$ cat src/rtl/wfba_pkg.sv
// Package for the worst-fit block allocator.
// Holds the sizes, action and result codes, and the controller/datapath
// command and status types. No dependencies.
`default_nettype none

package wfba_pkg;

  // Storage sizing.
  localparam int NUM_BLOCKS = 16;
  localparam int SIZE_BITS  = 24;

  // Fixed field widths of the words on the channels.
  localparam int ACTION_W = 2;
  localparam int BLOCK_W  = 4;
  localparam int SPACE_W  = 24;
  localparam int CODE_W   = 2;
  localparam int COUNT_W  = 5;

  // Derived widths: table address and a counter that can hold NUM_BLOCKS.
  localparam int IDX_W = (NUM_BLOCKS > 1) ? $clog2(NUM_BLOCKS) : 1;
  localparam int CNT_W = $clog2(NUM_BLOCKS + 1);

  typedef logic [ACTION_W-1:0] action_t;
  typedef logic [CODE_W-1:0]   code_t;

  localparam action_t ACT_LOAD  = 2'd0;
  localparam action_t ACT_ALLOC = 2'd1;
  localparam action_t ACT_READ  = 2'd2;
  localparam action_t ACT_NONE  = 2'd3;

  localparam code_t RC_LOADED  = 2'd0;
  localparam code_t RC_ALLOC   = 2'd1;
  localparam code_t RC_NOALLOC = 2'd2;
  localparam code_t RC_READ    = 2'd3;

  // Controller to datapath.
  typedef struct packed {
    logic capture;     // latch the incoming word
    logic scan_start;  // clear the scan counter and the best candidate
    logic scan;        // advance the scan by one entry
    logic load_wr;     // write the table and post a load result
    logic alloc_wr;    // update the chosen block and post an allocate result
    logic post_read;   // post a read result from the read register
  } dp_cmd_t;

  // Datapath to controller.
  typedef struct packed {
    logic scan_done;   // every entry in use has been compared
    logic out_free;    // the output register can take a result this cycle
  } dp_stat_t;

endpackage

`default_nettype wire

$ cat src/rtl/wfba_if.sv
// Channel interfaces of the worst-fit block allocator: request and response.
// Depends on wfba_pkg for the field widths.
`default_nettype none

interface wfba_req_if import wfba_pkg::*;
  ();
  logic                valid;
  logic                ready;
  action_t             action;
  logic [BLOCK_W-1:0]  block_index;
  logic [23:0]         size_value;

  modport source (output valid, action, block_index, size_value, input ready);
  modport sink   (input valid, action, block_index, size_value, output ready);
endinterface

interface wfba_rsp_if import wfba_pkg::*;
  ();
  logic               valid;
  logic               ready;
  code_t              result_code;
  logic [BLOCK_W-1:0] block_number;
  logic [SPACE_W-1:0] space_left;

  modport source (output valid, result_code, block_number, space_left, input ready);
  modport sink   (input valid, result_code, block_number, space_left, output ready);
endinterface

`default_nettype wire

$ cat src/rtl/worst_fit_block_allocator.sv
// Worst-fit block allocator, top level. A load passes S_LOAD, a read S_READ and S_RDRES,
// and an allocate S_SCAN and S_ALLOC, where the scan covers the first used entries and used
// is block_count capped at NUM_BLOCKS; the scan reads one entry a cycle.
// One word is in work at a time; action 3 is accepted and needs no work. A stalled receiver
// holds the next word at its result step. Reset (rst, synchronous) clears block_count,
// the controller and the output register; the table holds nothing until loaded.
`default_nettype none

module worst_fit_block_allocator import wfba_pkg::*; (
  input  logic               clk,
  input  logic               rst,
  input  logic               cfg_we,
  input  logic [COUNT_W-1:0] cfg_data,
  wfba_req_if.sink           req,
  wfba_rsp_if.source         rsp
);

  // The controller sequences each request word: a load writes the table in
  // one step, a read waits in S_READ for the registered table data, and an
  // allocate walks the first used entries, keeping the largest fitting block
  // with the lowest index on ties, then writes back the reduced size.
  dp_cmd_t  cmd;
  dp_stat_t stat;

  wfba_ctrl u_ctrl (
    .clk        (clk),
    .rst        (rst),
    .req_valid  (req.valid),
    .req_action (req.action),
    .req_ready  (req.ready),
    .stat       (stat),
    .cmd        (cmd)
  );

  // The datapath owns the output register, so the next request word can be
  // accepted while a finished result word still waits on the response side.
  wfba_dp u_dp (
    .clk            (clk),
    .rst            (rst),
    .cfg_we         (cfg_we),
    .cfg_data       (cfg_data),
    .in_action      (req.action),
    .in_block_index (req.block_index),
    .in_size_value  (req.size_value),
    .cmd            (cmd),
    .stat           (stat),
    .out_valid      (rsp.valid),
    .out_ready      (rsp.ready),
    .out_code       (rsp.result_code),
    .out_block      (rsp.block_number),
    .out_space      (rsp.space_left)
  );

  // A result is only posted when the output register can take it.
  a_post_needs_room: assert property (@(posedge clk) disable iff (rst)
    (cmd.load_wr || cmd.alloc_wr || cmd.post_read) |-> stat.out_free)
    else $error("result posted while the output register was occupied");

  // At most one table-writing or result-posting step per cycle.
  a_one_step: assert property (@(posedge clk) disable iff (rst)
    $onehot0({cmd.load_wr, cmd.alloc_wr, cmd.post_read}))
    else $error("more than one result step in one cycle");

  // A request word that needs work keeps the block busy in the next cycle.
  a_busy_after_accept: assert property (@(posedge clk) disable iff (rst)
    (req.valid && req.ready && req.action != ACT_NONE) |=> !req.ready)
    else $error("request accepted while the previous one is in work");

  // A failed allocation reports block zero with no space.
  a_noalloc_fields: assert property (@(posedge clk) disable iff (rst)
    (rsp.valid && rsp.result_code == RC_NOALLOC) |->
      (rsp.block_number == '0 && rsp.space_left == '0))
    else $error("not-allocated result carries a block or space");

endmodule

`default_nettype wire

$ cat src/rtl/wfba_ctrl.sv
// Controller state machine of the worst-fit block allocator.
// Depends on wfba_pkg; drives the datapath through dp_cmd_t only.
`default_nettype none

module wfba_ctrl import wfba_pkg::*; (
  input  logic     clk,
  input  logic     rst,
  input  logic     req_valid,
  input  action_t  req_action,
  output logic     req_ready,
  input  dp_stat_t stat,
  output dp_cmd_t  cmd
);

  localparam logic [2:0] S_IDLE  = 3'd0;
  localparam logic [2:0] S_LOAD  = 3'd1;
  localparam logic [2:0] S_READ  = 3'd2;
  localparam logic [2:0] S_RDRES = 3'd3;
  localparam logic [2:0] S_SCAN  = 3'd4;
  localparam logic [2:0] S_ALLOC = 3'd5;

  logic [2:0] state;
  logic [2:0] state_next;

  always_ff @(posedge clk) begin
    if (rst) begin
      state <= S_IDLE;
    end else begin
      state <= state_next;
    end
  end

  always_comb begin
    cmd        = '0;
    req_ready  = 1'b0;
    state_next = state;
    unique case (state)
      S_IDLE: begin
        req_ready = 1'b1;
        if (req_valid) begin
          cmd.capture = 1'b1;
          unique case (req_action)
            ACT_LOAD:  state_next = S_LOAD;
            ACT_ALLOC: begin
              cmd.scan_start = 1'b1;
              state_next     = S_SCAN;
            end
            ACT_READ:  state_next = S_READ;
            default:   state_next = S_IDLE;
          endcase
        end
      end
      S_LOAD: begin
        if (stat.out_free) begin
          cmd.load_wr = 1'b1;
          state_next  = S_IDLE;
        end
      end
      // The table read of the addressed block is issued here.
      S_READ: state_next = S_RDRES;
      S_RDRES: begin
        if (stat.out_free) begin
          cmd.post_read = 1'b1;
          state_next    = S_IDLE;
        end
      end
      S_SCAN: begin
        cmd.scan = 1'b1;
        if (stat.scan_done) begin
          state_next = S_ALLOC;
        end
      end
      S_ALLOC: begin
        if (stat.out_free) begin
          cmd.alloc_wr = 1'b1;
          state_next   = S_IDLE;
        end
      end
      default: state_next = S_IDLE;
    endcase
  end

endmodule

`default_nettype wire

$ cat src/rtl/wfba_dp.sv
// Datapath of the worst-fit block allocator: free-space table, scan
// comparator, block count register and output register. Depends on wfba_pkg.
`default_nettype none

module wfba_dp import wfba_pkg::*; (
  input  logic               clk,
  input  logic               rst,
  input  logic               cfg_we,
  input  logic [COUNT_W-1:0] cfg_data,
  input  action_t            in_action,
  input  logic [BLOCK_W-1:0] in_block_index,
  input  logic [23:0]        in_size_value,
  input  dp_cmd_t            cmd,
  output dp_stat_t           stat,
  output logic               out_valid,
  input  logic               out_ready,
  output code_t              out_code,
  output logic [BLOCK_W-1:0] out_block,
  output logic [SPACE_W-1:0] out_space
);

  logic [COUNT_W-1:0]   block_count;
  logic [BLOCK_W-1:0]   req_idx;
  logic [SIZE_BITS-1:0] req_size;

  logic [SIZE_BITS-1:0] mem [NUM_BLOCKS];
  logic [SIZE_BITS-1:0] rd_data;
  logic [IDX_W-1:0]     raddr;
  logic                 mem_we;
  logic [IDX_W-1:0]     waddr;
  logic [SIZE_BITS-1:0] wdata;

  logic [CNT_W-1:0]     cnt;
  logic [CNT_W-1:0]     used;
  logic                 cmp_pend;
  logic [IDX_W-1:0]     cmp_idx;
  logic                 found;
  logic [SIZE_BITS-1:0] best_val;
  logic [IDX_W-1:0]     best_idx;
  logic [SIZE_BITS-1:0] alloc_left;

  logic                 idx_in_range;
  logic [IDX_W-1:0]     idx_addr;
  logic                 post;
  code_t                res_code;
  logic [BLOCK_W-1:0]   res_block;
  logic [SPACE_W-1:0]   res_space;

  always_ff @(posedge clk) begin
    if (rst) begin
      block_count <= '0;
    end else if (cfg_we) begin
      block_count <= cfg_data;
    end
  end

  // The action itself is decoded by the controller.
  always_ff @(posedge clk) begin
    if (cmd.capture && in_action != ACT_NONE) begin
      req_idx  <= in_block_index;
      req_size <= SIZE_BITS'(in_size_value);
    end
  end

  assign idx_in_range = 32'(req_idx) < NUM_BLOCKS;
  assign idx_addr     = IDX_W'(req_idx);

  always_comb begin
    if (32'(block_count) >= NUM_BLOCKS) begin
      used = CNT_W'(NUM_BLOCKS);
    end else begin
      used = CNT_W'(block_count);
    end
  end

  assign alloc_left = best_val - req_size;
  assign raddr      = cmd.scan ? cnt[IDX_W-1:0] : idx_addr;
  assign mem_we     = (cmd.load_wr && idx_in_range) || (cmd.alloc_wr && found);
  assign waddr      = cmd.load_wr ? idx_addr : best_idx;
  assign wdata      = cmd.load_wr ? req_size : alloc_left;

  always_ff @(posedge clk) begin
    if (mem_we) begin
      mem[waddr] <= wdata;
    end
    rd_data <= mem[raddr];
  end

  // One entry is read per cycle and compared in the following cycle.
  always_ff @(posedge clk) begin
    if (rst) begin
      cnt      <= '0;
      cmp_pend <= 1'b0;
      found    <= 1'b0;
    end else if (cmd.scan_start) begin
      cnt      <= '0;
      cmp_pend <= 1'b0;
      found    <= 1'b0;
    end else if (cmd.scan) begin
      if (cnt < used) begin
        cnt      <= cnt + CNT_W'(1);
        cmp_pend <= 1'b1;
        cmp_idx  <= cnt[IDX_W-1:0];
      end else begin
        cmp_pend <= 1'b0;
      end
      if (cmp_pend && rd_data >= req_size && (!found || rd_data > best_val)) begin
        found    <= 1'b1;
        best_val <= rd_data;
        best_idx <= cmp_idx;
      end
    end
  end

  assign stat.scan_done = (cnt == used) && !cmp_pend;
  assign stat.out_free  = !out_valid || out_ready;

  assign post = cmd.load_wr || cmd.alloc_wr || cmd.post_read;

  always_comb begin
    priority if (cmd.load_wr) begin
      res_code  = RC_LOADED;
      res_block = req_idx;
      res_space = idx_in_range ? SPACE_W'(req_size) : '0;
    end else if (cmd.alloc_wr) begin
      res_code  = found ? RC_ALLOC : RC_NOALLOC;
      res_block = found ? BLOCK_W'(best_idx) : '0;
      res_space = found ? SPACE_W'(alloc_left) : '0;
    end else begin
      res_code  = RC_READ;
      res_block = req_idx;
      res_space = idx_in_range ? SPACE_W'(rd_data) : '0;
    end
  end

  always_ff @(posedge clk) begin
    if (rst) begin
      out_valid <= 1'b0;
    end else if (post) begin
      out_valid <= 1'b1;
    end else if (out_ready) begin
      out_valid <= 1'b0;
    end
  end

  always_ff @(posedge clk) begin
    if (post) begin
      out_code  <= res_code;
      out_block <= res_block;
      out_space <= res_space;
    end
  end

endmodule

`default_nettype wire
$ cat src/flat_wrapper.sv
// flat-port wrapper written by rule: the top's interface ports become plain ports
module worst_fit_block_allocator_flat import wfba_pkg::*;
  (clk, rst, cfg_we, cfg_data, req_valid, req_action, req_block_index, req_size_value, req_ready, rsp_valid, rsp_result_code, rsp_block_number, rsp_space_left, rsp_ready);
  wfba_req_if req_i ();
  wfba_rsp_if rsp_i ();
  input  logic clk;
  input  logic rst;
  input  logic cfg_we;
  input  logic [COUNT_W-1:0] cfg_data;
  input wire logic [$bits(req_i.valid)-1:0] req_valid;
  input wire logic [$bits(req_i.action)-1:0] req_action;
  input wire logic [$bits(req_i.block_index)-1:0] req_block_index;
  input wire logic [$bits(req_i.size_value)-1:0] req_size_value;
  output wire logic [$bits(req_i.ready)-1:0] req_ready;
  output wire logic [$bits(rsp_i.valid)-1:0] rsp_valid;
  output wire logic [$bits(rsp_i.result_code)-1:0] rsp_result_code;
  output wire logic [$bits(rsp_i.block_number)-1:0] rsp_block_number;
  output wire logic [$bits(rsp_i.space_left)-1:0] rsp_space_left;
  input wire logic [$bits(rsp_i.ready)-1:0] rsp_ready;
  assign req_i.valid = req_valid;
  assign req_i.action = req_action;
  assign req_i.block_index = req_block_index;
  assign req_i.size_value = req_size_value;
  assign req_ready = req_i.ready;
  assign rsp_valid = rsp_i.valid;
  assign rsp_result_code = rsp_i.result_code;
  assign rsp_block_number = rsp_i.block_number;
  assign rsp_space_left = rsp_i.space_left;
  assign rsp_i.ready = rsp_ready;
  worst_fit_block_allocator u_core (.clk(clk), .rst(rst), .cfg_we(cfg_we), .cfg_data(cfg_data), .req(req_i), .rsp(rsp_i));
endmodule
$ cat config.mk
export PLATFORM = sky130hd
export DESIGN_NAME = worst_fit_block_allocator_flat
export DESIGN_NICKNAME = d
export VERILOG_FILES = /design/src/rtl/wfba_pkg.sv /design/src/rtl/wfba_if.sv /design/src/rtl/worst_fit_block_allocator.sv /design/src/rtl/wfba_ctrl.sv /design/src/rtl/wfba_dp.sv /design/src/flat_wrapper.sv
export SDC_FILE = /design/constraint.sdc
export NUM_CORES = 1
export LEC_CHECK = 0
export ABC_CLOCK_PERIOD_IN_PS = 4480
export BUFFER_PORTS_ARGS = -buffer_cell sky130_fd_sc_hd__buf_2
export CAP_MARGIN = 40
export CELL_PAD_IN_SITES_DETAIL_PLACEMENT = 1
export CELL_PAD_IN_SITES_GLOBAL_PLACEMENT = 2
export CORE_ASPECT_RATIO = 1.4
export CORE_MARGIN = 2
export CORE_UTILIZATION = 34
export CTS_CLUSTER_DIAMETER = 200
export DETAILED_ROUTE_END_ITERATION = 6
export GPL_TIMING_DRIVEN = 0
export HOLD_SLACK_MARGIN = 0.08
export PLACE_DENSITY_LB_ADDON = 0.1
export SLEW_MARGIN = 5
export SYNTH_ARGS = -nofsm -noshare
export SYNTH_HDL_FRONTEND = slang
export SYNTH_SLANG_ARGS = --single-unit
$ cat constraint.sdc
create_clock -name clk -period 4.48 [get_ports clk]
set_clock_uncertainty 0.2 [all_clocks]
set_input_delay 0.224 -clock clk [delete_from_list [all_inputs] [get_ports clk]]
set_output_delay 0.224 -clock clk [all_outputs]
set_load 0.1 [all_outputs]
======== Yosys cells after proc, flatten, opt, wreduce, memory -nomap -nowiden ========
Memories as Yosys holds them, arrays and structs flattened. A register that Yosys moved wholly into a read port is not among the register bits.
Cells that the tools add are included.
storage, ports and cells
  memories kept ........................... 1
  bits in latches ......................... 0
  memory bits (read-only) ................. 0
  register bits after elaboration ......... 106
  RAM bits ................................ 384
memories
  name             words  width  rd ports  clocked after memory_dff  wr ports  line           RTL
  u_core.u_dp.mem  16     24     1         1                         1         wfba_dp.sv:26  logic [SIZE_BITS-1:0] mem [NUM_BLOCKS];
operators by class
  div/mod/pow operators ................... 0
  multiplexer cells ....................... 31
  reduce and logical (&&, ||, !) cells .... 23
  eq/ne operators ......................... 12
  shift-type cells ........................ 0
  bitwise operators ....................... 2
  multiply operators ...................... 0
  order comparisons ....................... 4
  add/subtract/negate cells ............... 2
operator list
  kind                                                       count
  two-way mux 24 bit                                         4
  greater-or-equal comparator 24 bit                         1
  greater-than comparator 24 bit                             1
  subtractor 24 bit                                          1
  two-way mux 4 bit                                          5
  two-way mux 1 bit                                          12
  one-hot mux 3 bit (4 select lines)                         1
  two-way mux 3 bit                                          3
  one-hot mux 3 bit (3 select lines)                         1
  two-way mux 2 bit                                          4
  AND reduction 4 bit                                        2
  == test 3 x 2 -> 1 bit (second input constant)             2
  == test 3 bit (second input constant)                      2
  adder 5 x 1 -> 5 bit (second input constant)               1
  == test 5 bit                                              1
  greater-or-equal comparator 5 bit (second input constant)  1
  logical AND 1 bit                                          5
  logical OR 1 bit                                           5
  < comparator 5 bit                                         1
  two-way mux 5 bit                                          1
  inequality test 2 x 1 -> 1 bit (second input constant)     2
  inequality test 2 bit (second input constant)              2
  AND reduction 2 bit                                        2
  == test 3 x 1 -> 1 bit (second input constant)             1
  other kinds (10)                                           13

======== Depth between registers and ports, before layout ========
Gate-level depths: netlist (run 1).
  depth after elaboration ................. 8
  gate-level depth with buffers ........... 13

======== Cells and area by module ========
Synthesis (run 1) repeated with hierarchy kept, for this count alone.
second synthesis, totals
  cells, all modules ...................... 1375
  area total of the unflattened synthesis .. 22032.4 um2
modules (own cells, without submodules)
  module     area an instance (um2)  cells each  seq. area each (um2)  instances
  wfba_dp    21777.1                 1344        14974.4               1
  wfba_ctrl  255.2                   31          60.1                  1

======== Worst setup path before layout (run 1) ========
Ideal clock, no wire load.
  kind .................................... reg2reg
  start point ............................. register u_core.u_ctrl.state[2]
  end point ............................... register u_core.u_dp.req_idx[0], in the netlist u_core.u_dp.idx_addr[0], enable pin
  path slack .............................. -0.434 ns
  period minus slack after synthesis ...... 4.914 ns
  required time ........................... 3.858 ns
  setup time .............................. 0.422 ns
  data arrival time ....................... 4.292 ns
  buffers on the path ..................... 1
  cell stages (with the launch flop) ...... 5
  path through ............................ dfxtp_1 > clkbuf_1 > nor3_1 > nand2_1 > a21oi_1
on the way
  word-level cells in the longest chain between the ends .. 3
ends and longest elaborated chain
  what                    line             RTL
  start, declared         wfba_ctrl.sv:22  logic [2:0] state;
  start signal, assigned  wfba_ctrl.sv:29  state <= state_next;
  zero test 3 bit         wfba_ctrl.sv:37  unique case (state)
  two-way mux 2 bit       wfba_ctrl.sv:37
  logical AND 1 bit       wfba_dp.sv:59    if (cmd.capture && in_action != ACT_NONE) begin
  end signal, assigned    wfba_dp.sv:60    req_idx <= in_block_index;
  end, declared           wfba_dp.sv:23    logic [BLOCK_W-1:0] req_idx;
No other way between the ends.
A chain may end at the register's enable or synchronous reset.

======== Final worst setup path (run 1) ========
  start point ............................. register u_core.u_dp.out_valid
  end point ............................... memory u_core.u_dp.mem[15][5], enable pin
on the way
  word-level cells in the longest chain between the ends .. 8
ends and longest elaborated chain
  what                                     line                              RTL
  start, declared                          wfba_dp.sv:15                     output logic out_valid,
  start signal, assigned                   wfba_dp.sv:138                    out_valid <= 1'b0;
  start signal, assigned                   wfba_dp.sv:140                    out_valid <= 1'b1;
  start signal, assigned                   wfba_dp.sv:142                    out_valid <= 1'b0;
  zero test 1 bit *                        wfba_dp.sv:116                    assign stat.out_free = !out_valid || out_ready;
  logical OR 1 bit *                       wfba_dp.sv:116
  two-way mux 1 bit *                      wfba_ctrl.sv:54, wfba_ctrl.sv:74
  two-way mux 1 bit                        wfba_ctrl.sv:37
  logical AND 1 bit                        wfba_dp.sv:78                     assign mem_we = (cmd.load_wr && idx_in_range) || (cmd.alloc_wr && found);
  logical OR 1 bit                         wfba_dp.sv:78
  two-way mux 1 bit                        wfba_dp.sv:83                     if (mem_we) begin
  two-way mux 1 bit (implied by the code)  wfba_dp.sv:84                     mem[waddr] <= wdata;
  end, declared                            wfba_dp.sv:26
Every way passes the cells marked *; elsewhere a longest branch is shown, timed or not.

==> results of run 1 <==
-- final cells by class --
cell class / instances / area (um2)
diodes: 1 / 2.50
repair buffers: 177 / 1640
clock buffers: 73 / 1510
inverters: 69 / 259
multi-input cells: 1132 / 6930
well taps: 847 / 1060
plain buffers: 87 / 469
fillers: 6867 / 38400
flip-flops and latches: 514 / 15000
clock inverters: 27 / 234
-- synth_stat cells (3+ instances only) --
cell         n  area share (%)
o21bai_1     3            0.10
nand3_1    103             2.3
a222oi_1     4            0.18
and3_1      40             1.1
buf_6        9            0.45
o21ai_0     57             1.3
a221o_1      3            0.13
dfxtp_1     40             3.6
o211ai_1    14            0.47
a21o_1      22            0.73
o21a_1       6            0.20
a221oi_1    16            0.62
a31oi_1     26            0.72
edfxtp_1   474              63
a2bb2oi_1    8            0.31
and4_1       3            0.12
buf_2       27            0.60
buf_4        8            0.27
a21oi_1     72             1.6
a311oi_2    14            0.93
clkbuf_1    37            0.62
nor3b_1      3            0.10
nand2_1    418             7.0
xnor2_1     14            0.54
nand4_1     12            0.33
nor3_1      11            0.24
mux2i_1     39             1.7
a311oi_1     9            0.35
xor2_1      11            0.43
ha_1        77             4.3
buf_1        5           0.083
or3_1        8            0.22
nand2b_1     6            0.17
nor2b_1      6            0.17
nor2_1      66             1.1
inv_1       69             1.2
o22ai_1      5            0.14
a32oi_1     19            0.74
-- metrics by stage --
| stage | instance area (um2) | total power [mW] | std cells | setup TNS, ns | utilization [%] |
|---|---|---|---|---|---|
| 2_1_floorplan | 22500 | 7.19 | 1802 | 0 | - |
| 3_3_place_gp | 23900 | 8.07 | 2718 | -494.92 | 36.5 |
| 3_5_place_dp | 24800 | 8.22 | 2763 | 0 | 37.8 |
| 4_1_cts | 27100 | 12.7 | 2923 | 0 | 41.3 |
| 5_1_grt | 27100 | 13.1 | 2926 | 0 | 41.4 |
| 6_report | 27100 | 12.6 | 2927 | 0 | 41.4 |
-- registers in the layout, indices dropped and copies added, names as in the netlist, 5 cells and up --
name                     cells
u_core.u_dp.mem            384
u_core.u_dp.best_val        24
u_core.u_dp.req_size        24
u_core.u_dp.out_space       24
u_core.u_dp.rd_data         24
u_core.u_dp.cnt              5
u_core.u_dp.block_count      5
-- cells in the final DEF, fill, tap and decap left out, types with 16 or more instances in the layout --
cell type	Yosys	final
a221oi_1	16	16
and3_1	40	39
a21oi_1	72	70
buf_4	8	25
dlygate4sd3_1	0	60
ha_1	77	77
clkbuf_16	0	56
nand3_1	103	103
dfxtp_1	40	40
clkbuf_1	37	50
nor2_1	66	50
mux2i_1	39	39
buf_2	27	96
a32oi_1	19	19
edfxtp_1	474	474
a21o_1	22	22
nor2_4	2	18
inv_1	69	69
buf_6	9	18
nand2_1	418	418
o21ai_0	57	41
a31oi_1	26	26
-- power groups by stage --
| stage | Clock [mW] | Sequential [mW] | Combinational, mW |
|---|---|---|---|
| 2_1_floorplan | 0 | 6.00 | 1.20 |
| 3_3_place_gp | 0 | 5.90 | 2.17 |
| 3_5_place_dp | 0 | 5.87 | 2.34 |
| 4_1_cts | 4.57 | 5.77 | 2.40 |
| 5_1_grt | 4.74 | 5.79 | 2.59 |
| 6_report | 4.44 | 5.77 | 2.38 |
-- final timing paths --
check                                                    endpoint  cells after the start
worst min-delay path            u_core.u_dp.req_size[9]$_DFFE_PP_                      2
worst min register to register  u_core.u_dp.best_idx[1]$_DFFE_PP_                      0
worst max register to register   u_core.u_dp.mem[15][5]$_DFFE_PP_                      9
worst max-delay path             u_core.u_dp.mem[15][5]$_DFFE_PP_                      9
-- metal layers --
metal / up-vias / track usage, %
met5: - / 0
met4: 0 / 7.78
met3: 128 / 2.95
met2: 300 / 41.3
met1: 7724 / 25.1
li1: 7105 / -
-- worst register-to-register path, cell delays in order (launching register included) --
cell and delay (ns):
dfxtp_1 0.33, nor2b_1 0.32, nand2b_1 0.29, nand2b_1 0.14
clkbuf_1 0.44, clkbuf_1 0.64, a31oi_1 0.25, buf_4 0.23
nor2_4 0.59, buf_16 0.24
-- cells by family after synthesis --
family | after synthesis
multiplexers | 43
buffers and inverters | 156
AND/OR/NAND/NOR | 687
flip-flops | 514
XOR/XNOR | 25
adder cells (fa/ha/maj) | 78
AO/OA/AOI/OAI | 299
==> metrics.yaml, run 1 <==
run_status:
  status: "complete, but fails checks"
  failed_checks: "DRC"
finish:
  drive_gt1_share_pct: 14.1
  fin_nets: 2153
  syn_to_final_growth_pct: 20.5
logic_synthesis:
  synthXorXnorAreaFrac_pct: 0.973
  synth_edf_count: 474
  post_synth.cell_area_avg_um2: 12.5
  synthArstFlopShare_pct: 0
  synthAdderAreaFrac_pct: 4.37
  synth_compound_area_share_pct: 9.37
  ys_ff_latch: 514
  synth_top_family_by_area: "simple AND/OR/NAND/NOR gates"
  synthMuxAreaShare_pct: 2.03
  synth_simple_gate_area_share_pct: 13.2
  seq_area_frac_synth_pct: 66.8
  netlist_area_um2: 22500
  synth_flop_cell: "edfxtp_1"
  synth.distinct_cells: 65
  yosysWarnings: 0
  syn_nets: 1920
  synthCells: 1802
detailed_routing:
  route.detailed.wl_per_inst_um: 25.4
  ant_nets: 0
  routed_via_density: 5.21
  wl_mm: 74.3
  top_layer_used: "met4"
  num_vias: 15300
  drtIter0Drc: 958
  drt-pass1-iter-count: 7
  wl_met1_mm: 29.5
  met3_length_mm: 2.93
  wl_met2_mm: 39.3
  drc: 18
floorplanning:
  row_count: 111
  ios: 72
  dieArea_um2: 68300
  start_util_pct: 34.3
  core_area_um2: 65600
  die_w_um: 221
  fp.dieH_um: 308
placement:
  place_ws_ns: 0.346
  io_buffers: 69
  dp_hpwl_mm: 54.0
  gp_congestion: 0.835
worst_hold_path:
  hold_path.class: "input pin to register"
  hold_start: "req_size_value[9]"
power_and_ir_drop:
  p_comb_share_pct: 18.9
  power_frac_clock_pct: 35.3
  p_int_mw: 8.84
  p_sw_share_pct: 29.8
  power.switching_mw: 3.75
  p_per_area_nw_per_um2: 464
  cellLeakagePower_nw: 10.1
  seqPwrFrac_pct: 45.8
  ir_drop_mv: 0.291
worst_setup_path:
  arrival_ns: 4.09
  critical-path-top-delay-family: "buffers and inverters"
  required_ns: 4.60
  worst-path-buf-inv: 4
  r2r_slack_ns: 0.51
  r2r_start: "u_core.u_dp.out_valid$_SDFFE_PP0P_"
  slowest_stage: "clkbuf_1"
  end_kind: "register"
  critPathLaunch: "u_core.u_dp.out_valid$_SDFFE_PP0P_"
  crit_path_cell_trace: "nor2b_1, nand2b_1, nand2b_1, clkbuf_1, clkbuf_1, a31oi_1, buf_4, nor2_4, buf_16"
  crit_type: "register to register"
  crit_fanout: 13
  critPathLaunchType: "register"
  slowest_delay_ns: 0.64
clock_tree:
  numCtsBuffers: 54
  htreeDepth: 2
  cts_sinks: 514
  cts_tree: "yes"
  root_buffer: "clkbuf_16"
  ctsResizeCount: 0
  clock_path_buffers: 3
  clkTransAtPathRegs_ns: 0.06
  ctsHoldBuffers: 60
  clk_latency_ns: 0.63
  post_cts_buffers: 0
timing:
  layout_setup_ws_ns: 0.505
  fin_crit_sh_pct: 88.7
  final_max_slew_viol_count: 0
  holdWs_ns: 0.115
  rsz0062_at_grt: "false"
  fmax_mhz: 252
  setup_viol: 0
  relSlewSlack_pct: 28.6
  worst_pin_slew_ns: 1.07
  fin_crit_ns: 3.97
  hold_viol: 0
global_route:
  track_usage_pct: 21.8
  grt.overflow.total: 0
  first_global_vias: 16500
  grt_max_degree: 29
  antenna_found_initial: 2
  grt_pass1_wl_mm: 108
run:
  cap_viol_max_count: 0
(Power assumes the default switching activity.)
==> run 2, diff against run 1 <==
- ABC_AREA: default -> 1
- SLEW_MARGIN: 5 -> 20
==> run 2 against run 1 <==
  * The flow now finishes without violations
  * Routed wire length grew 16%
  * Critical path depth down 1
  * First-iteration DRC count is 13% higher
  * Combinational power up 15%
  * Power rose by 5.3%
  * Setup slack better by 0.33 ns
  * Sequential share of layout area shrank 3.0 points
  * Die area grew 6.0%
  * Non-clock buffer count fell by 4
  * Global-route usage rose by 2.0 points
  * Core utilization fell by 0.35 points
==> metrics.yaml, run 2 <==
run_status:
  status: "finished, final reports clean"  # was complete, but fails checks
global_route:
  first_global_vias: 18900  # was 16,500
  grtUsageMet1_pct: 26.8  # was 25.1%
  track_usage_pct: 23.8  # was 21.8%
  grt.overflow.total: 0  # unchanged
  antenna_found_initial: 1  # was 2
  grt_max_degree: 31  # was 29
  grt.busiest_layer: "met2"  # unchanged
  grt_pass1_wl_mm: 126  # was 108 mm
  grt.met3_usage_pct: 2.32  # was 2.95%
  gr-usage-met2_pct: 45.8  # was 41.3%
floorplanning:
  core_area_um2: 69900  # was 65,600 um2
  ios: 72  # unchanged
  die_w_um: 228  # was 221 um
  dieArea_um2: 72400  # was 68,300 um2
  start_util_pct: 34.1  # was 34.3%
  fp.dieH_um: 318  # was 308 um
  row_count: 115  # was 111
finish:
  mostFrequentLayoutCells: "nand2_1 (864), edfxtp_1 (474), inv_1 (330), nand3_1 (260), buf_2 (108)"  # was edfxtp_1 (474), nand2_1 (418), nand3_1 (103), buf_2 (96), ha_1 (77)
  num-fill-cells: 7943  # was 6,867
  final_util_pct: 41.0  # was 41.4%
  fin_area_um2: 28700  # was 27,100 um2
  antenna_cells: 0  # was 1
  regArea_um2: 15000  # unchanged
  multi_input_area_um2: 7360  # was 6930 um2
  layout_commonest_cell: "nand2_1"  # was edfxtp_1
  drive_gt1_share_pct: 10.6  # was 14.1%
  fin_nets: 2777  # was 2,153
  regMostFlops: "u_core.u_dp.mem"  # unchanged
  final_cells: 3640  # was 2,927
  largest_register_ffs: 384  # unchanged
  syn_to_final_growth_pct: 20.2  # was 20.5%
detailed_routing:
  route.detailed.wl_per_inst_um: 23.8  # was 25.4 um
  drtIter0Drc: 1078  # was 958
  wl_mm: 86.5  # was 74.3 mm
  ant_nets: 0  # unchanged
  drt-pass1-iter-count: 5  # was 7
  drc: 0  # was 18
  routed_via_density: 4.93  # was 5.21
  num_vias: 17900  # was 15,300
timing:
  hold_viol: 0  # unchanged
  setup_viol: 0  # unchanged
  final_max_slew_viol_count: 0  # unchanged
  holdWs_ns: 0.118  # was 0.115 ns
  layout_setup_ws_ns: 0.839  # was 0.505 ns
  worst_pin_slew_ns: 0.849  # was 1.07 ns
  fin_crit_sh_pct: 81.3  # was 88.7%
  fin_tns_setup_ns: 0  # unchanged
  fmax_mhz: 275  # was 252 MHz
  fin_crit_ns: 3.64  # was 3.97 ns
  relSlewSlack_pct: 43.4  # was 28.6%
  rsz0062_at_grt: "false"  # unchanged
logic_synthesis:
  ys_ff_latch: 514  # unchanged
  synth.distinct_cells: 40  # was 65
  synthArstFlopShare_pct: 0  # unchanged
  yosysWarnings: 0  # unchanged
  post_synth.cell_area_avg_um2: 9.82  # was 12.5 um2
  synth.top_cell.area_share_pct: 59.6  # was 63.2%
  yosysMostFrequentCell: "nand2_1"  # was edfxtp_1
  synth_flop_cell: "edfxtp_1"  # unchanged
  syn_nets: 2550  # was 1,920
  synthTopCellsByArea: "edfxtp_1 (60%), nand2_1 (14%), nand3_1 (5.5%)"  # was edfxtp_1 (63%), nand2_1 (7.0%), ha_1 (4.3%)
  synth_commonest_cells: "nand2_1 (864), edfxtp_1 (474), inv_1 (331)"  # was edfxtp_1 (474), nand2_1 (418), nand3_1 (103)
  seq_area_frac_synth_pct: 63.0  # was 66.8%
  netlist_area_um2: 23900  # was 22,500 um2
  synthCells: 2432  # was 1,802
  synth_edf_count: 474  # unchanged
  yosys.area.top_type: "edfxtp_1"  # unchanged
worst_setup_path:
  crit_fanout: 13  # unchanged
  required_ns: 4.60  # about the same
  end_kind: "register"  # unchanged
  crit_path_cell_trace: "inv_1, nor4_2, inv_1, clkbuf_1, o21ai_0, nand3_1, nor2_4, buf_16"  # was nor2b_1, nand2b_1, nand2b_1, clkbuf_1, clkbuf_1, a31oi_1, buf_4, nor2_4, buf_16
  worst-path-buf-inv: 4  # unchanged
  slowest_stage: "nor2_4"  # was clkbuf_1
  critPathLaunchType: "register"  # unchanged
  slowest_delay_ns: 0.67  # was 0.64 ns
  critical-path-top-delay-family: "simple AND/OR/NAND/NOR gates"  # was buffers and inverters
  arrival_ns: 3.76  # was 4.09 ns
  crit_type: "register to register"  # unchanged
  cp_common_cell: "inv_1"
clock_tree:
  cts_sinks: 514  # unchanged
  clkTransAtPathRegs_ns: 0.06  # about the same
  cts_tree: "yes"  # unchanged
  clk_latency_ns: 0.62  # was 0.63 ns
  numCtsBuffers: 55  # was 54
  htreeDepth: 2  # unchanged
  ctsResizeCount: 0  # unchanged
  root_buffer: "clkbuf_16"  # unchanged
  clock_path_buffers: 3  # unchanged
  ctsHoldBuffers: 56  # was 60
  post_cts_buffers: 0  # unchanged
power_and_ir_drop:
  p_sw_share_pct: 31.0  # was 29.8%
  p_int_mw: 9.15  # was 8.84 mW
  power_frac_clock_pct: 35.9  # was 35.3%
  seqPwrFrac_pct: 43.4  # was 45.8%
  p_comb_share_pct: 20.6  # was 18.9%
  ir_drop_mv: 0.235  # was 0.291 mV
  power.switching_mw: 4.11  # was 3.75 mW
  total_power_mw: 13.3  # was 12.6 mW
  p_per_area_nw_per_um2: 462  # was 464 nW/um2
  cellLeakagePower_nw: 12.1  # was 10.1 nW
placement:
  placed_cell_area_um2: 26300  # was 24,800 um2
  gp_congestion: 0.851  # was 0.835
  dp_hpwl_mm: 64.6  # was 54.0 mm
  io_buffers: 71  # was 69
  post-place-cells: 3479  # was 2,763
  place_ws_ns: 0.874  # was 0.346 ns
run:
  cap_viol_max_count: 0  # unchanged
worst_hold_path:
  hold_path.class: "input pin to register"  # unchanged
## run 2: area by class of cell
cell class | instances | share of cell area (%)
buffer | 90 | 1.43
clock buffer | 70 | 5.17
clock inverter | 32 | 1.28
inverter | 334 | 4.37
multi-input combinational | 1494 | 25.6
sequential | 514 | 52.4
tap | 936 | 4.08
timing repair buffer | 170 | 5.65
## run 2: cell families after synthesis
group / synth area share (%)
AO/OA/AOI/OAI: 4.54
AND/OR/NAND/NOR: 21.2
XOR/XNOR: 0.183
buffers and inverters: 6.97
flip-flops: 63.0
adder cells (fa/ha/maj): 4.12
## run 2: power groups by stage
stage | combinational [mW] | sequential, mW | clock [mW]
after floorplan | 1.36 | 5.99 | 0
after global placement | 2.54 | 5.88 | 0
after detailed placement | 2.71 | 5.87 | 0
after CTS | 2.77 | 5.77 | 4.87
after global routing | 2.99 | 5.78 | 5.03
final | 2.73 | 5.76 | 4.77
## run 2: final timing paths
check	startpoint	to	slack [ns]	depth (start not counted)
setup reg to reg	u_core.u_ctrl.state[0]$_SDFFE_PP0P_	u_core.u_dp.mem[11][11]$_DFFE_PP_	0.84	8
hold reg to reg	u_core.u_dp.cmp_idx[3]$_DFFE_PP_	u_core.u_dp.best_idx[3]$_DFFE_PP_	0.23	0
setup / recovery	u_core.u_ctrl.state[0]$_SDFFE_PP0P_	u_core.u_dp.mem[11][11]$_DFFE_PP_	0.84	8
hold / removal	req_block_index[2]	u_core.u_dp.idx_addr[2]$_DFFE_PP_	0.12	2
## run 2: metal layers
layer	wire length, um	vias up	part of all wire [%]
met5	0	-	0
met1	33400	8931	39
li1	-	8499	-
met2	46800	364	54
met4	3600	0	4.2
met3	2620	133	3.0
